===== src/rtl/core/bfs_pkg.sv =====
`timescale 1ns / 1ps

package bfs_pkg;

    // field widths fixed by the event format
    localparam int ACTION_BITS   = 2;
    localparam int CHARGE_BITS   = 11;
    localparam int VOLTAGE_BITS  = 16;
    localparam int MODE_BITS     = 2;
    localparam int REQ_BITS      = 2;
    localparam int CHG_LIM_BITS  = 10;
    localparam int TRIGGER_BITS  = 16;
    localparam int RADIUS_BITS   = 16;
    localparam int RADIUS_SQ_BITS = 2 * RADIUS_BITS;

    // configuration port
    localparam int CFG_INDEX_BITS = 3;
    localparam int CFG_DATA_BITS  = 16;

    // event kinds
    typedef enum logic [ACTION_BITS-1:0] {
        ACT_BATTERY  = 2'd0,
        ACT_STATE    = 2'd1,
        ACT_POSITION = 2'd2,
        ACT_TICK     = 2'd3
    } t_action;

    // flight modes as reported by the vehicle
    typedef enum logic [MODE_BITS-1:0] {
        MODE_OFFBOARD  = 2'd0,
        MODE_AUTO_RTL  = 2'd1,
        MODE_AUTO_LAND = 2'd2,
        MODE_OTHER     = 2'd3
    } t_mode;

    // mode change requests
    localparam logic [REQ_BITS-1:0] REQ_NONE = 2'd0;
    localparam logic [REQ_BITS-1:0] REQ_LAND = 2'd1;
    localparam logic [REQ_BITS-1:0] REQ_RTL  = 2'd2;

    // register indexes
    localparam logic [CFG_INDEX_BITS-1:0] CFG_LOW_CHARGE  = 3'd0;
    localparam logic [CFG_INDEX_BITS-1:0] CFG_LOW_VOLTAGE = 3'd1;
    localparam logic [CFG_INDEX_BITS-1:0] CFG_TRIGGER     = 3'd2;
    localparam logic [CFG_INDEX_BITS-1:0] CFG_RADIUS      = 3'd3;

    // register reset values
    localparam logic [CHG_LIM_BITS-1:0]   LOW_CHARGE_RST  = 10'd200;
    localparam logic [VOLTAGE_BITS-1:0]   LOW_VOLTAGE_RST = 16'd22000;
    localparam logic [TRIGGER_BITS-1:0]   TRIGGER_RST     = 16'd100;
    localparam logic [RADIUS_SQ_BITS-1:0] RADIUS_SQ_RST   = 32'd40000;

    // current thresholds handed to the datapath
    typedef struct packed {
        logic [CHG_LIM_BITS-1:0]   low_charge_limit;
        logic [VOLTAGE_BITS-1:0]   low_voltage_limit_mv;
        logic [TRIGGER_BITS-1:0]   trigger_ticks;
        logic [RADIUS_SQ_BITS-1:0] radius_sq;
    } t_cfg;

endpackage


===== src/rtl/core/bfs_cfg_regs.sv =====
`timescale 1ns / 1ps

module bfs_cfg_regs (
    input  logic                                i_clk,
    input  logic                                i_rst_n,
    input  logic                                i_cfg_we,
    input  logic [bfs_pkg::CFG_INDEX_BITS-1:0]  i_cfg_index,
    input  logic [bfs_pkg::CFG_DATA_BITS-1:0]   i_cfg_data,
    output bfs_pkg::t_cfg                       o_cfg
);
    import bfs_pkg::*;

    t_cfg r_cfg;
    t_cfg n_cfg;

    // decode the write; the radius is kept squared for the arrival compare
    always_comb begin
        n_cfg = r_cfg;
        if (i_cfg_we) begin
            case (i_cfg_index)
                CFG_LOW_CHARGE:  n_cfg.low_charge_limit     = i_cfg_data[CHG_LIM_BITS-1:0];
                CFG_LOW_VOLTAGE: n_cfg.low_voltage_limit_mv = i_cfg_data[VOLTAGE_BITS-1:0];
                CFG_TRIGGER:     n_cfg.trigger_ticks        = i_cfg_data[TRIGGER_BITS-1:0];
                CFG_RADIUS: begin
                    n_cfg.radius_sq = RADIUS_SQ_BITS'(i_cfg_data[RADIUS_BITS-1:0])
                                    * RADIUS_SQ_BITS'(i_cfg_data[RADIUS_BITS-1:0]);
                end
                default: ;
            endcase
        end
    end

    // register file
    always_ff @(posedge i_clk) begin
        if (!i_rst_n) begin
            r_cfg.low_charge_limit     <= LOW_CHARGE_RST;
            r_cfg.low_voltage_limit_mv <= LOW_VOLTAGE_RST;
            r_cfg.trigger_ticks        <= TRIGGER_RST;
            r_cfg.radius_sq            <= RADIUS_SQ_RST;
        end else begin
            r_cfg <= n_cfg;
        end
    end

    assign o_cfg = r_cfg;

endmodule


===== src/rtl/core/battery_failsafe_supervisor.sv =====
`timescale 1ns / 1ps

// Battery failsafe supervisor. Each accepted event (battery sample, vehicle
// state, position, control tick) gives exactly one result, in order. The block
// takes one event per clock cycle unless output backpressure holds it. An
// accepted event is held in the input register and then moves to the result
// register, from which its result is presented; both stages hold under output
// backpressure. A position update squares |x| and |y| as it is stored, so a
// tick right after it compares the stored sum against the squared arrival
// radius with one add and compare. Writing the radius register squares it on
// the spot. Configuration must be written only while no event is in flight.
// There is no start-up sweep after reset.
module battery_failsafe_supervisor #(
    parameter int POS_BITS  = 24,
    parameter int TIME_BITS = 32
) (
    input  logic                                      i_clk,
    input  logic                                      i_rst_n,
    // configuration
    input  logic                                      i_cfg_we,
    input  logic [bfs_pkg::CFG_INDEX_BITS-1:0]        i_cfg_index,
    input  logic [bfs_pkg::CFG_DATA_BITS-1:0]         i_cfg_data,
    // event channel
    input  logic                                      i_in_valid,
    output logic                                      o_in_ready,
    input  logic [bfs_pkg::ACTION_BITS-1:0]           i_action,
    input  logic signed [bfs_pkg::CHARGE_BITS-1:0]    i_charge_milli,
    input  logic [bfs_pkg::VOLTAGE_BITS-1:0]          i_voltage_mv,
    input  logic                                      i_armed_flag,
    input  logic [bfs_pkg::MODE_BITS-1:0]             i_flight_mode,
    input  logic signed [POS_BITS-1:0]                i_pos_x_mm,
    input  logic signed [POS_BITS-1:0]                i_pos_y_mm,
    input  logic signed [POS_BITS-1:0]                i_pos_z_mm,
    input  logic                                      i_commander_present,
    // result channel
    output logic                                      o_out_valid,
    input  logic                                      i_out_ready,
    output logic                                      o_commander_land,
    output logic                                      o_publish_setpoint,
    output logic signed [POS_BITS-1:0]                o_setpoint_z_mm,
    output logic [bfs_pkg::REQ_BITS-1:0]              o_mode_request,
    output logic                                      o_failsafe_active,
    output logic                                      o_low_pending
);
    import bfs_pkg::*;

    localparam int SQ_BITS  = 2 * POS_BITS;
    localparam int SUM_BITS = SQ_BITS + 1;

    t_cfg w_cfg;

    bfs_cfg_regs u_cfg (
        .i_clk       (i_clk),
        .i_rst_n     (i_rst_n),
        .i_cfg_we    (i_cfg_we),
        .i_cfg_index (i_cfg_index),
        .i_cfg_data  (i_cfg_data),
        .o_cfg       (w_cfg)
    );

    // input register
    logic                       r_in_valid;
    t_action                    r_in_action;
    logic [CHARGE_BITS-1:0]     r_in_charge;
    logic [VOLTAGE_BITS-1:0]    r_in_voltage;
    logic                       r_in_armed;
    t_mode                      r_in_mode;
    logic [POS_BITS-1:0]        r_in_x;
    logic [POS_BITS-1:0]        r_in_y;
    logic [POS_BITS-1:0]        r_in_z;
    logic                       r_in_cmdr;

    // supervisor state
    logic [TIME_BITS-1:0]       r_tick_count,     n_tick_count;
    logic [TIME_BITS-1:0]       r_low_start,      n_low_start;
    logic                       r_low_seen,       n_low_seen;
    logic                       r_latched,        n_latched;
    logic                       r_armed,          n_armed;
    t_mode                      r_mode,           n_mode;
    logic                       r_pos_known,      n_pos_known;
    logic [POS_BITS-1:0]        r_z,              n_z;
    logic [SQ_BITS-1:0]         r_sq_x,           n_sq_x;
    logic [SQ_BITS-1:0]         r_sq_y,           n_sq_y;

    // result register
    logic                       r_out_valid;
    logic                       r_out_land,       n_out_land;
    logic                       r_out_pub,        n_out_pub;
    logic [POS_BITS-1:0]        r_out_z,          n_out_z;
    logic [REQ_BITS-1:0]        r_out_req,        n_out_req;

    logic                       w_fire;
    logic [POS_BITS-1:0]        w_mag_x;
    logic [POS_BITS-1:0]        w_mag_y;
    logic [SUM_BITS-1:0]        w_dist_sq;
    logic                       w_arrived;
    logic                       w_charge_low;
    logic                       w_voltage_low;
    logic [TIME_BITS-1:0]       w_elapsed;

    // handshake: the work stage moves when the result register is free or draining
    assign w_fire     = r_in_valid && (!r_out_valid || i_out_ready);
    assign o_in_ready = !r_in_valid || w_fire;

    always_ff @(posedge i_clk) begin
        if (!i_rst_n) begin
            r_in_valid <= 1'b0;
        end else if (o_in_ready) begin
            r_in_valid <= i_in_valid;
        end
    end

    always_ff @(posedge i_clk) begin
        if (i_in_valid && o_in_ready) begin
            r_in_action  <= t_action'(i_action);
            r_in_charge  <= i_charge_milli;
            r_in_voltage <= i_voltage_mv;
            r_in_armed   <= i_armed_flag;
            r_in_mode    <= t_mode'(i_flight_mode);
            r_in_x       <= i_pos_x_mm;
            r_in_y       <= i_pos_y_mm;
            r_in_z       <= i_pos_z_mm;
            r_in_cmdr    <= i_commander_present;
        end
    end

    // magnitudes of the incoming position, squared as it is stored
    assign w_mag_x = r_in_x[POS_BITS-1] ? (~r_in_x + 1'b1) : r_in_x;
    assign w_mag_y = r_in_y[POS_BITS-1] ? (~r_in_y + 1'b1) : r_in_y;

    // arrival test on the stored squares
    assign w_dist_sq = {1'b0, r_sq_x} + {1'b0, r_sq_y};
    assign w_arrived = w_dist_sq < SUM_BITS'(w_cfg.radius_sq);

    // battery thresholds; negative charge and zero voltage mean unknown
    assign w_charge_low  = !r_in_charge[CHARGE_BITS-1]
                        && (r_in_charge[CHG_LIM_BITS-1:0] < w_cfg.low_charge_limit);
    assign w_voltage_low = (r_in_voltage != '0)
                        && (r_in_voltage < w_cfg.low_voltage_limit_mv);
    assign w_elapsed     = r_tick_count - r_low_start;

    // state update
    always_comb begin
        n_tick_count = r_tick_count;
        n_low_start  = r_low_start;
        n_low_seen   = r_low_seen;
        n_latched    = r_latched;
        n_armed      = r_armed;
        n_mode       = r_mode;
        n_pos_known  = r_pos_known;
        n_z          = r_z;
        n_sq_x       = r_sq_x;
        n_sq_y       = r_sq_y;
        if (w_fire) begin
            case (r_in_action)
                ACT_BATTERY: begin
                    if (r_armed && !r_latched) begin
                        if (w_charge_low || w_voltage_low) begin
                            if (!r_low_seen) begin
                                n_low_start = r_tick_count;
                                n_low_seen  = 1'b1;
                            end else if (w_elapsed > TIME_BITS'(w_cfg.trigger_ticks)) begin
                                n_latched = 1'b1;
                            end
                        end else begin
                            n_low_seen = 1'b0;
                        end
                    end
                end
                ACT_STATE: begin
                    n_armed = r_in_armed;
                    n_mode  = r_in_mode;
                    if (!r_in_armed && r_latched) begin
                        n_latched  = 1'b0;
                        n_low_seen = 1'b0;
                    end
                end
                ACT_POSITION: begin
                    n_z         = r_in_z;
                    n_sq_x      = SQ_BITS'(w_mag_x) * SQ_BITS'(w_mag_x);
                    n_sq_y      = SQ_BITS'(w_mag_y) * SQ_BITS'(w_mag_y);
                    n_pos_known = 1'b1;
                end
                ACT_TICK: begin
                    n_tick_count = r_tick_count + 1'b1;
                end
                default: ;
            endcase
        end
    end

    // tick actions, in priority order
    always_comb begin
        n_out_land = 1'b0;
        n_out_pub  = 1'b0;
        n_out_z    = '0;
        n_out_req  = REQ_NONE;
        if (r_in_action == ACT_TICK && r_latched && r_armed) begin
            if (r_in_cmdr) begin
                n_out_land = 1'b1;
            end else if (r_mode == MODE_OFFBOARD) begin
                if (!r_pos_known) begin
                    n_out_req = REQ_LAND;
                end else begin
                    n_out_pub = 1'b1;
                    n_out_z   = r_z;
                    if (w_arrived) begin
                        n_out_req = REQ_LAND;
                    end
                end
            end else if (r_mode == MODE_OTHER) begin
                n_out_req = REQ_RTL;
            end
        end
    end

    // control state
    always_ff @(posedge i_clk) begin
        if (!i_rst_n) begin
            r_tick_count <= '0;
            r_low_start  <= '0;
            r_low_seen   <= 1'b0;
            r_latched    <= 1'b0;
            r_armed      <= 1'b0;
            r_mode       <= MODE_OTHER;
            r_pos_known  <= 1'b0;
            r_z          <= '0;
            r_sq_x       <= '0;
            r_sq_y       <= '0;
        end else begin
            r_tick_count <= n_tick_count;
            r_low_start  <= n_low_start;
            r_low_seen   <= n_low_seen;
            r_latched    <= n_latched;
            r_armed      <= n_armed;
            r_mode       <= n_mode;
            r_pos_known  <= n_pos_known;
            r_z          <= n_z;
            r_sq_x       <= n_sq_x;
            r_sq_y       <= n_sq_y;
        end
    end

    // result register
    always_ff @(posedge i_clk) begin
        if (!i_rst_n) begin
            r_out_valid <= 1'b0;
        end else if (w_fire) begin
            r_out_valid <= 1'b1;
        end else if (i_out_ready) begin
            r_out_valid <= 1'b0;
        end
    end

    logic r_out_fs;
    logic r_out_low;

    always_ff @(posedge i_clk) begin
        if (w_fire) begin
            r_out_land <= n_out_land;
            r_out_pub  <= n_out_pub;
            r_out_z    <= n_out_z;
            r_out_req  <= n_out_req;
            r_out_fs   <= n_latched;
            r_out_low  <= n_low_seen;
        end
    end

    assign o_out_valid        = r_out_valid;
    assign o_commander_land   = r_out_land;
    assign o_publish_setpoint = r_out_pub;
    assign o_setpoint_z_mm    = r_out_z;
    assign o_mode_request     = r_out_req;
    assign o_failsafe_active  = r_out_fs;
    assign o_low_pending      = r_out_low;

endmodule

===== config.mk =====
export PLATFORM = sky130hd
export DESIGN_NAME = battery_failsafe_supervisor
export DESIGN_NICKNAME = d
export VERILOG_FILES = /design/src/rtl/core/bfs_pkg.sv /design/src/rtl/core/bfs_cfg_regs.sv /design/src/rtl/core/battery_failsafe_supervisor.sv
export SDC_FILE = /design/constraint.sdc
export NUM_CORES = 2
export LEC_CHECK = 0
export ABC_AREA = 1
export BUFFER_PORTS_ARGS = -buffer_cell sky130_fd_sc_hd__buf_2
export CAP_MARGIN = 20
export CORE_ASPECT_RATIO = 0.9
export CORE_MARGIN = 1.5
export CORE_UTILIZATION = 40
export CTS_CLUSTER_DIAMETER = 50
export DETAILED_ROUTE_END_ITERATION = 6
export PLACE_DENSITY_LB_ADDON = 0.3
export SYNTH_ARGS = -nofsm -noshare
export SYNTH_HDL_FRONTEND = slang
export SYNTH_HIERARCHICAL = 1
export SYNTH_SLANG_ARGS = --single-unit

===== constraint.sdc =====
create_clock -name i_clk -period 8.8 [get_ports i_clk]
set_input_delay 0.88 -clock i_clk [delete_from_list [all_inputs] [get_ports i_clk]]
set_output_delay 0.88 -clock i_clk [all_outputs]
set_load 0.005 [all_outputs]

Yosys cells after proc, flatten, opt, wreduce, memory -nomap -nowiden
Cells that the tools add are included.

word-level totals
  flip-flop bits (word level) = 401
  input port bits = 129
  output and inout port bits = 32
  logic and storage cells = 110

cells by class
  add/sub/neg operators = 5
  multipliers = 3
  order comparisons = 4
  eq/ne operators = 7
  multiplexer cells = 22
  bitwise gates (word level) = 6
  reductions and logical operators = 32

operator list
  kind                                            count
  multiplier 24 x 24 -> 48 bit                    2
  adder 48 x 48 -> 49 bit                         1
  < comparator 49 x 32 -> 1 bit                   1
  adder 24 x 1 -> 24 bit (second input constant)  2
  two-way mux 24 bit                              2
  NOT 24 bit                                      2
  adder 32 x 1 -> 32 bit (second input constant)  1
  greater-than comparator 32 x 16 -> 1 bit        1
  multiplier 16 x 16 -> 32 bit                    1
  subtractor 32 bit                               1
  < comparator 16 bit                             1
  two-way mux 1 bit                               16
  nonzero test 16 bit                             1
  AND reduction 2 bit                             7
  < comparator 10 bit                             1
  logical AND 1 bit                               8
  == test 2 bit (second input constant)           3
  == test 3 x 2 -> 1 bit (second input constant)  2
  zero test 1 bit                                 5
  AND reduction 5 bit                             1
  zero test 2 bit                                 2
  two-way mux 2 bit                               2
  NOT 1 bit                                       4
  one-hot mux 1 bit (2 select lines)              2
  other kinds (8)                                 10

Longest topological paths before layout
  word-level depth = 8
  depth in mapped cells = 43
  mapped depth without buffers = 42

Hierarchy
Netlist, hierarchy kept.

modules (own cells, without submodules)
  module                       instances  cells each  area each (um^2)  seq. area each (um^2)
  battery_failsafe_supervisor  1          6826        53182.3           7857.5
  bfs_cfg_regs                 1          1458        10657.7           1461.4

Worst setup path before layout
No wires, ideal clock.

  kind = register to register
  from = reg r_in_y[0]
  to = reg r_sq_y[45]
  setup time = 0.116 ns
  arrival time = 7.467 ns
  data required time = 8.684 ns
  setup slack = 1.217 ns
  cell stages (with the launch flop) = 42
  path buffers = 2
  clock period less this slack = 7.583 ns
  cells stage by stage = edfxtp_1 > inv_1 > clkbuf_1 > ha_1 > inv_1 > nor2_1 > inv_1 > nor2_2 > inv_1 > nor2_1 > a21oi_1 > inv_1 > nand2_1 > nand2_1 > clkbuf_1 > nand2_1 > fa_1 > inv_1 > [6 not listed] > fa_1 > inv_1 > fa_1 > inv_1 > ha_1 > nand2_1 > nor2_1 > inv_1 > nor2_1 > inv_1 > nor4_1 > nand3_1 > nand3_1 > nand2_1 > nand3_1 > nand3_1 > o211ai_1 > inv_1

between the ends
  cells in the longest elaborated chain, start to end = 4

RTL lines
  item                              RTL line                            RTL
  from (decl)                       battery_failsafe_supervisor.sv:69   logic [POS_BITS-1:0] r_in_y;
  from (signal assigned)            battery_failsafe_supervisor.sv:121  r_in_y <= i_pos_y_mm;
  NOT 24 bit                        battery_failsafe_supervisor.sv:129  assign w_mag_y = r_in_y[POS_BITS-1] ? (~r_in_y + 1'b1) : r_in_y;
  adder 24 x 1 -> 24 bit            battery_failsafe_supervisor.sv:129
  two-way mux 24 bit (*)            battery_failsafe_supervisor.sv:129
  multiplier 24 x 24 -> 48 bit (*)  battery_failsafe_supervisor.sv:181  n_sq_y = SQ_BITS'(w_mag_y) * SQ_BITS'(w_mag_y);
  to (signal assigned)              battery_failsafe_supervisor.sv:240  r_sq_y <= n_sq_y;
  to (decl)                         battery_failsafe_supervisor.sv:83   logic [SQ_BITS-1:0] r_sq_y, n_sq_y;

Mark *: on every way between the ends. The rest lies on a longest branch, timed or not.
A chain may end at the register's enable or synchronous reset.

Worst setup path in the final report
  from = reg r_in_y[0]
  to = reg r_sq_y[46]

Same word-level chain as after synthesis.

==> impl_metrics.env <==
export IMPL_status="completed"
export IMPL_drt_iter0_drc=3745
export IMPL_holdPathEnd="r_in_x[23]"
export IMPL_grt_pass1_wl_mm=289
export IMPL_overflow=0
export IMPL_clk_pin_slew_ns=0.06
export IMPL_worstHoldStart="i_pos_x_mm[23]"
export IMPL_die_w_um=424
export IMPL_hold_buffers=0
export IMPL_ant_nets=0
export IMPL_rr_worst_depth=38
export IMPL_finalHoldViolCount=0
export IMPL_drv_slew=0
export IMPL_numCtsBuffers=56
export IMPL_fin_crit_ns=8.32
export IMPL_post_route_period_util=0.946
export IMPL_worstSetupPathType="reg2reg"
export IMPL_vias_per_cell=4.92
export IMPL_synth_edf_count=135
export IMPL_place_congestion=0.976
export IMPL_yosysUniqueCellTypes=64
export IMPL_multiInputGateArea_mm2=0.0454
export IMPL_fill_cells=16200
export IMPL_tritoncts="yes"
export IMPL_dr_pass1_iters=6
export IMPL_core_mm2=0.158
export IMPL_worstPathArrival_ns=8.91
export IMPL_ys_seq_elements=398
export IMPL_cpPeakStageDelay_ns=0.55
export IMPL_tns_ns=0
export IMPL_vias=52000
export IMPL_clock_sinks=398
export IMPL_synth_flop_cell="dfxtp_1"
export IMPL_seqCellArea_mm2=0.00932
export IMPL_fin_worst_skew_ns=0.0325
export IMPL_ios=161
export IMPL_crit_slowest_cell="fa_1"
export IMPL_startpoint_type="flop"
export IMPL_cp_end_kind="flop"
export IMPL_antenna_found_initial=2
export IMPL_avgSynthCellArea_um2=7.71
export IMPL_regToRegEndpoint="r_sq_y[46]"
export IMPL_remaining_drc_errors=0
export IMPL_numPortBuffers=160
export IMPL_post_dp_hpwl_mm=151
export IMPL_synth_cell_area_mm2=0.0638
export IMPL_cts_root_buf="clkbuf_16"
export IMPL_drive_above_1_share=0.0548
export IMPL_die_area_mm2=0.162
export IMPL_synthCells=8284
export IMPL_clock_latency_ns=0.66
export IMPL_globalRouteTotalUtil=0.225
export IMPL_routedWlPerCell_um=16.9
export IMPL_max_freq_mhz=120
export IMPL_synthTopCellsByArea="fa_1 (32%), inv_1 (13%), ha_1 (11%)"
export IMPL_setup_violations=0
export IMPL_rrSetupSlack_ns=0.48
export IMPL_worst_r2r_startpoint="r_in_y[0]"
export IMPL_holdPathStages=1
export IMPL_cp_common_cell="inv_1"
export IMPL_area_growth_pct=8.31
export IMPL_yosys_warnings=6
export IMPL_rsz0062_at_grt="false"
export IMPL_row_count=138
export IMPL_tightest_slew_ns=0.936
export IMPL_fp_dieH_um=382
export IMPL_cts_max_path_buffers=3
export IMPL_min_path_type="in2reg"
export IMPL_slew_headroom=0.376
export IMPL_maxCapViolCount=0
export IMPL_synth_top_cell_by_area="fa_1"
export IMPL_start_util=0.405
export IMPL_routed_wl_mm=179
export IMPL_final_nets=10200
export IMPL_h_tree_depth=2
export IMPL_synthArstFlopShare=0
export IMPL_ys_seq_area_frac=0.146
export IMPL_grt_max_degree=87
export IMPL_grt_pass1_vias=53400
export IMPL_yosys_area_top_type_share=0.316
export IMPL_crit_fanout=9
export IMPL_required_ns=9.38
area by class of cell:
| class | count | share of cell area |
|---|---|---|
| tap | 2100 | 0.0380 |
| multi-input combinational | 5477 | 0.656 |
| clock inverter | 33 | 0.00528 |
| inverter | 2261 | 0.123 |
| antenna | 1 | 0.0000362 |
| clock buffer | 72 | 0.0227 |
| sequential | 398 | 0.135 |
| timing repair buffer | 239 | 0.0202 |
stage by stage:
stage | utilization | hold slack (ns) | setup slack, ns | instances | instance area (um2)
after detailed placement | 0.426 | 0.444 | 0.505 | 10500 | 67200
after global routing | 0.438 | 0.350 | 0.0344 | 10600 | 69100
after CTS | 0.438 | 0.324 | 0.506 | 10600 | 69100
after global placement | 0.426 | 0.439 | 0.618 | 10500 | 67200
final | 0.438 | 0.390 | 0.478 | 10600 | 69100
after floorplan | - | 0.427 | 1.22 | 8316 | 64000
worst max-delay path by stage:
stage | cells past startpoint | start | endpoint
after detailed placement | 34 | r_in_x[0] | r_sq_x[43]
after floorplan | 41 | r_in_y[0] | r_sq_y[45]
after global placement | 31 | r_in_y[16] | r_sq_y[26]
after CTS | 34 | r_in_x[0] | r_sq_x[43]
after global routing | 35 | r_in_y[0] | r_sq_y[39]
final | 38 | r_in_y[0] | r_sq_y[46]
cells by family (layout without fill, tap and decap cells):
| logic type | Yosys count | after routing | synth area share |
|---|---|---|---|
| AO/OA/AOI/OAI | 832 | 832 | 0.0710 |
| XOR/XNOR | 157 | 157 | 0.0221 |
| adder cells (fa/ha/maj) | 1594 | 1594 | 0.431 |
| buffers and inverters | 2441 | 2605 | 0.146 |
| flip-flops | 398 | 398 | 0.146 |
| other | 3 | 36 | 0.000176 |
| AND/OR/NAND/NOR | 2859 | 2859 | 0.184 |
cell usage after synthesis (26+ instances only):
master    instances
fa_1           1009
o211ai_1         31
nor2_1          942
xnor2_1          43
o21bai_1         30
inv_2            30
nor4_1           26
edfxtp_1        135
nand4_1          62
xor2_1          111
ha_1            585
o21ai_0         303
a21oi_1         362
nand3_1         214
nand2_1        1459
inv_1          2214
clkbuf_1        128
dfxtp_1         263
nor3_1           47
layer usage:
| layer | GRT usage | share of wire |
|---|---|---|
| met4 | 0.0633 | 0.030 |
| met1 | 0.316 | 0.45 |
| met5 | 0 | 0.000073 |
| met2 | 0.363 | 0.46 |
| met3 | 0.0301 | 0.064 |
layout by cell type (no fill, tap or decap), types with 47 or more instances in the layout:
| master | n |
|---|---|
| buf_4 | 80 |
| nand2_1 | 1459 |
| nand3_1 | 212 |
| nand4_1 | 62 |
| dfxtp_1 | 263 |
| inv_1 | 2213 |
| clkbuf_16 | 58 |
| xor2_1 | 111 |
| nor2_1 | 941 |
| o21ai_0 | 303 |
| edfxtp_1 | 135 |
| ha_1 | 585 |
| buf_2 | 159 |
| a21oi_1 | 361 |
| fa_1 | 1009 |
| nor3_1 | 47 |
worst max-delay path: cells and delay by family (launching register included):
family,cells,cell delay [ns]
adder cells (fa/ha/maj),9,4.01
AND/OR/NAND/NOR,14,2.26
buffers and inverters,12,1.26
flip-flops,1,0.45
AO/OA/AOI/OAI,3,0.28
sequential cells by signal, indices dropped and copies added (netlist names), 32 cells and up:
| name | flops |
|---|---|
| r_low_start | 32 |
| r_sq_x | 47 |
| r_sq_y | 47 |
| r_tick_count | 32 |
| u_cfg/o_cfg | 73 |
timing repair:
action                                  CTS  global route
setup buffers                             0             2
endpoints found under the setup margin    0             4
gates resized for setup                   0             1
Power is left out: the tool's default activity adds up to more than one toggle a clock period on the data nets, which glitch-free logic cannot reach.
